$ cat src/rtl/core/fxa_pkg.sv
// ----------------------------------------------------------------------------
// fxa_pkg
// Types, opcodes and operand formats for the Q24.8 fixed-point ALU.
// ----------------------------------------------------------------------------
package fxa_pkg;

  localparam int DataWidth = 32;

  typedef enum logic [3:0] {
    OP_ADD  = 4'd0,  OP_SUB  = 4'd1,  OP_MUL  = 4'd2,  OP_DIV   = 4'd3,
    OP_EQ   = 4'd4,  OP_NE   = 4'd5,  OP_GT   = 4'd6,  OP_LT    = 4'd7,
    OP_GE   = 4'd8,  OP_LE   = 4'd9,  OP_MIN  = 4'd10, OP_MAX   = 4'd11,
    OP_INC  = 4'd12, OP_DEC  = 4'd13, OP_FROM = 4'd14, OP_TO    = 4'd15
  } opcode_t;

  typedef struct packed {
    logic [3:0]         opcode;
    logic signed [31:0] operand_a;
    logic signed [31:0] operand_b;
  } in_beat_t;

  typedef struct packed {
    logic signed [31:0] result_value;
    logic               condition;
    logic               divide_by_zero;
  } out_beat_t;

  // Saturate a sign and an unsigned magnitude to the signed 32-bit range.
  function automatic logic [31:0] saturate(input logic neg, input logic [63:0] q);
    logic [31:0] r;
    if (neg) begin
      if (q >= 64'h8000_0000) r = 32'h8000_0000;
      else r = 32'd0 - q[31:0];
    end else begin
      if (q > 64'h7FFF_FFFF) r = 32'h7FFF_FFFF;
      else r = q[31:0];
    end
    return r;
  endfunction

endpackage

$ cat src/rtl/core/fxa_div_cell.sv
// ----------------------------------------------------------------------------
// fxa_div_cell
// One stage of the pipelined divider and result chain: one restoring
// quotient bit per cell, with the finished beat riding alongside.
// ----------------------------------------------------------------------------
module fxa_div_cell
  import fxa_pkg::*;
#(
  parameter int QW = 64
) (
  input  logic          clk,
  input  logic          rst,
  input  logic          en,
  input  logic          valid_in,
  input  logic [QW-1:0] rem_in,
  input  logic [QW-1:0] quo_in,
  input  logic [QW-1:0] num_in,
  input  logic [31:0]   den_in,
  input  logic [95:0]   side_in,
  output logic          valid_out,
  output logic [QW-1:0] rem_out,
  output logic [QW-1:0] quo_out,
  output logic [QW-1:0] num_out,
  output logic [31:0]   den_out,
  output logic [95:0]   side_out
);

  logic [QW:0] trial;
  logic [QW:0] diff;

  // Shift in the next numerator bit and try one subtract.
  assign trial = {rem_in, num_in[QW-1]};
  assign diff  = trial - {{(QW-31){1'b0}}, den_in};

  always_ff @(posedge clk) begin
    if (rst) begin
      valid_out <= 1'b0;
    end else if (en) begin
      valid_out <= valid_in;
    end
  end

  always_ff @(posedge clk) begin
    if (en) begin
      if (!diff[QW]) begin
        rem_out <= diff[QW-1:0];
      end else begin
        rem_out <= trial[QW-1:0];
      end
      quo_out  <= {quo_in[QW-2:0], ~diff[QW]};
      num_out  <= {num_in[QW-2:0], 1'b0};
      den_out  <= den_in;
      side_out <= side_in;
    end
  end

endmodule

$ cat config.mk
export PLATFORM = sky130hd
export DESIGN_NAME = fxa_div_cell
export DESIGN_NICKNAME = d
export VERILOG_FILES = /design/src/rtl/core/fxa_pkg.sv /design/src/rtl/core/fxa_div_cell.sv
export SDC_FILE = /design/constraint.sdc
export NUM_CORES = 1
export LEC_CHECK = 0
export ABC_AREA = 1
export BUFFER_PORTS_ARGS = -buffer_cell sky130_fd_sc_hd__clkbuf_2
export CAP_MARGIN = 20
export CORE_AREA = 5 5 248 250
export CTS_BUF_LIST = sky130_fd_sc_hd__clkbuf_4 sky130_fd_sc_hd__clkbuf_8
export CTS_CLUSTER_DIAMETER = 150
export DETAILED_ROUTE_END_ITERATION = 6
export DIE_AREA = 0 0 253 255
export GPL_TIMING_DRIVEN = 0
export PLACE_DENSITY_LB_ADDON = 0.12
export SLEW_MARGIN = 10
export SYNTH_ARGS = -nofsm -noshare
export SYNTH_HDL_FRONTEND = slang
export SYNTH_SLANG_ARGS = --single-unit
$ cat constraint.sdc
create_clock -name clk -period 4.4 [get_ports clk]
set_input_delay 0.44 -clock clk [delete_from_list [all_inputs] [get_ports clk]]
set_output_delay 0.44 -clock clk [all_outputs]
set_load 0.02 [all_outputs]
# Word level (Yosys, flattened, before mapping)
# Cells that the tools add are included.
# word_totals
register_bits	320
input_bits	324
out_inout_bits	321
# op_classes
n_addsub	1
mux	1
n_bitwise	1
# ops
operator	n
subtractor 65 x 32 -> 65 bit	1
2-to-1 mux 64 bit	1
inverter 1 bit	1

# Depth between registers and ports, before layout
# depth
word_depth	2
ltp_mapped	19
mapped_depth_nobuf	17

# Least setup slack after synthesis
# OpenSTA, ideal clock, no wires.
# synth_timing
path_kind	input to register
from	in num_in[63]
to	reg rem_out[52], data pin
setup_time_ns	0.252
arrival_time_ns	2.236
t_required_ns	4.148
slack_ns	1.912
stages	19
n_path_buf	2
path_cell_list	inv_1 ha_1 fa_1 inv_1 nand3_1 nand2_2 nand2_1 nand2_2 nand2_1 nand2_2 nand2_2 nand3_1 nand2_1 nand2_2 inv_2 buf_6 buf_6 nand2_1 nand2_1
# synth_via
elab_chain_len	2
# synth_lines
item	line	text
start: declaration	fxa_div_cell.sv:17	input logic [QW-1:0] num_in,
subtractor 65 x 32 -> 65 bit	fxa_div_cell.sv:33	assign diff = trial - {{(QW-31){1'b0}}, den_in};
2-to-1 mux 64 bit	fxa_div_cell.sv:45	if (!diff[QW]) begin
end signal: assignment	fxa_div_cell.sv:46	rem_out <= diff[QW-1:0];
end signal: assignment	fxa_div_cell.sv:48	rem_out <= trial[QW-1:0];
end: declaration	fxa_div_cell.sv:21	output logic [QW-1:0] rem_out,
# Every way passes these cells.
# A chain may end at the register's enable or synchronous reset.

# Final worst setup path
# layout_timing
from	in den_in[0]
to	reg rem_out[58], data pin
# layout_via
elab_chain_len	2
# layout_lines
item	line	text
start: declaration	fxa_div_cell.sv:18	input logic [31:0] den_in,
subtractor 65 x 32 -> 65 bit	fxa_div_cell.sv:33	
2-to-1 mux 64 bit	fxa_div_cell.sv:45	
# Every way passes these cells.

==> metrics.cfg <==
[critical_path]
worstPathCellList = dlygate4sd3_1, clkbuf_2, ha_1, fa_1, inv_1, nand3_1, nand2_2, nand2_1, nand2_2, nand2_1, nand2_2, nand2_2, nand3_1, nand2_1, nand2_2, inv_2, buf_6, buf_6, nand2_1, nand2_1
crit_arrival_ns = 3.31
cp_top_family = buffers and inverters
criticalPathCategory = primary input to flop
cp_num_buf_inv = 6
worst-path-stages = 20
critPathRequiredTime_ns = 4.78
critPathMaxFanout = 10
setup.worst_path.end_class = flop
cpMaxStageDelayCell = dlygate4sd3_1
worst_setup_path_start_kind = primary input
rr_worst_depth = 3
critPathMaxStageDelay_ns = 0.53

[sta]
hold_viol_final = 0
slew_viol_final = 0
clock.fmax_mhz = 341
worst_slack_ns = 1.47
setup_viol = 0
post-route-period-util_pct = 66.7
worstMarginPinSlew_ns = 0.656
clock_skew_ns = 0
period_minus_slack_ns = 2.93
rsz0062_at_grt = no
finalSetupTns_ns = 0
slew_headroom_pct = 55.9

[floorplan]
die-area_sq_mm = 0.0645
std_cell_rows = 89
initial_core_util_pct = 24.9
die_w_um = 253
core-area_sq_mm = 0.0588
dieHeight_um = 255
ios = 645

[global_route]
grt_pass1_wl_mm = 89.4
overflow = 0
antenna_found_initial = 3
grt_max_degree = 102
first_global_vias = 14097
track_usage_pct = 18.4

[placed_design]
dp_hpwl_mm = 51.9
dp_slack_ns = 1.29
io_buffers = 642
gp_congestion = 0.916

[yosys]
synth-simple-area-share_pct = 21.2
synth-edff-count = 319
synth_top_family_by_area = simple AND/OR/NAND/NOR gates
synth_cell_types = 33
synth_area_per_cell_sq_um = 10.2
ys_ff_latch = 320
synth-async-reset-ratio_pct = 0
synth_fa_ha_area_share_pct = 2.88
synth-xor-area-share_pct = 1.92
synthMuxAreaShare_pct = 0.0685
synth_area_sq_mm = 0.0146
yosysSeqAreaShare_pct = 65.7
syn_inst = 1430
synth_nets = 1787
ys_warn_count = 0
synth_compound_area_share_pct = 1.40
synth_ff_type = edfxtp_1

[drt]
wl_per_cell_um = 19.7
wl_met1_mm = 24.0
wl_met2_mm = 32.8
dr.pass1.iters = 5
routed.top_layer = met5
vias = 13399
drc = 0
drt_iter0_markers = 650
ant_nets = 0
routed_wl_mm = 63.2
viasPerCell = 4.18
wl_met3_mm = 4.19

[job]
maxCapViolCount = 0

[cells_and_area]
final_common_cell = clkbuf_2
layout_common_cells = clkbuf_2, nand2_1, edfxtp_1
syn2layout_area_growth_pct = 54.8
nets = 2747
drive_above_1_share_pct = 32.0
fin_util_pct = 38.5

[power]
pwr-share-seq_pct = 45.3
sw_frac_of_total_pct = 28.9
p_clk_share_pct = 34.9
p_comb_share_pct = 19.8
p_switching_mw = 2.38
power_leakage_nw = 10.8
ir_drop_uv = 221
internal_power_mw = 5.86
p_per_area_mw_per_mm2 = 364

[cts]
clk_pin_slew_ns = 0.05
htree_levels = 2
cts.sinks = 320
cts_buffers = 59
tritoncts = done
cts_root_buf = clkbuf_8
clk_latency_ns = 0.63
ctsLongestPathBuffers = 3

[min_path]
hp-class = primary input to flop
hold_depth = 1

[run_status]
outcome = finished, final reports clean

## flip-flops by register name (all words and copies together) (netlist names)
name	flops
rem_out	64
valid_out	1
side_out	96
den_out	32
num_out	63
quo_out	64
## path summary, 6_finish.rpt
path	from	end	slack, ns
worst min register to register	valid_out	valid_out	1.05
worst min-delay path	den_in[24]	den_out[24]	0.07
worst max-delay path	den_in[0]	rem_out[58]	1.47
worst max register to register	valid_out	valid_out	3.27
## power groups by stage
stage | logic, mW | clock network (mW) | registers [mW]
finish | 1.63 | 2.87 | 3.73
global route | 1.77 | 3.14 | 3.75
CTS | 1.66 | 3.01 | 3.73
detailed placement | 1.46 | 0 | 3.79
global placement | 1.45 | 0 | 3.83
floorplan | 0.399 | 0 | 4.12
## cell type report
type                            instances  area (sq um)
Tap cell                              773           967
Antenna cell                            2          5.00
Clock buffer                           89          1070
Multi-Input combinational cell        873          4020
Clock inverter                         16           123
Fill cell                            5991         36200
Timing Repair Buffer                  899          5850
Sequential cell                       320          9600
Inverter                              222           833
Buffer                                 15           166
## layer usage
layer | up-vias | track usage (%)
li1 | 6555 | -
met3 | 108 | 4.39
met1 | 6245 | 20.6
met5 | - | 0
met4 | 2 | 6.43
met2 | 489 | 34.4
## cell families (layout without fill, tap and decap cells)
kind of cell,count (synthesis),after routing
and+or+nand+nor,771,771
muxes,1,1
adders and majority gates,33,33
AOI/OAI and AO/OA,35,35
xor gates and xnor gates,32,32
buffers and inverters,237,1241
other,1,3
DFF,320,320
## cell usage after synthesis, drive strengths merged (2+ instances only)
cell,count,area (sq um)
o21ai,9,63.8
inv,222,833
nor4,5,31.3
o21bai,2,15.0
and3,2,12.5
ha,32,400
nand3,53,280
nand4,14,87.6
xor2,31,272
nand2,562,2120
nor2,111,424
a21oi,23,119
edfxtp,319,9580
and2,3,18.8
nand3b,6,45.0
nor3,15,80.1
buf,15,166
## worst register-to-register path, cell delays in order (launching register included)
cell and delay, ns:
dfxtp_1 0.31, mux2i_1 0.12, nor2_1 0.05, dlygate4sd3_1 0.54
## stage by stage
step	power (mW)	hold WS, ns	std cells	instance area, sq um
6_report	8.23	0.0664	3209	22600
5_1_grt	8.66	0.0187	3209	22600
4_1_cts	8.41	0.00677	3207	22600
3_5_place_dp	5.25	0.491	2848	18900
3_3_place_gp	5.27	0.474	2845	18800
2_1_floorplan	4.52	0.512	1430	14600
## timing repair
action,4_1_cts,5_1_grt
hold endpoints to repair,253,0
hold buffers,254,0
gates resized for setup,0,0
setup buffers,0,0
(Power assumes the default switching activity.)
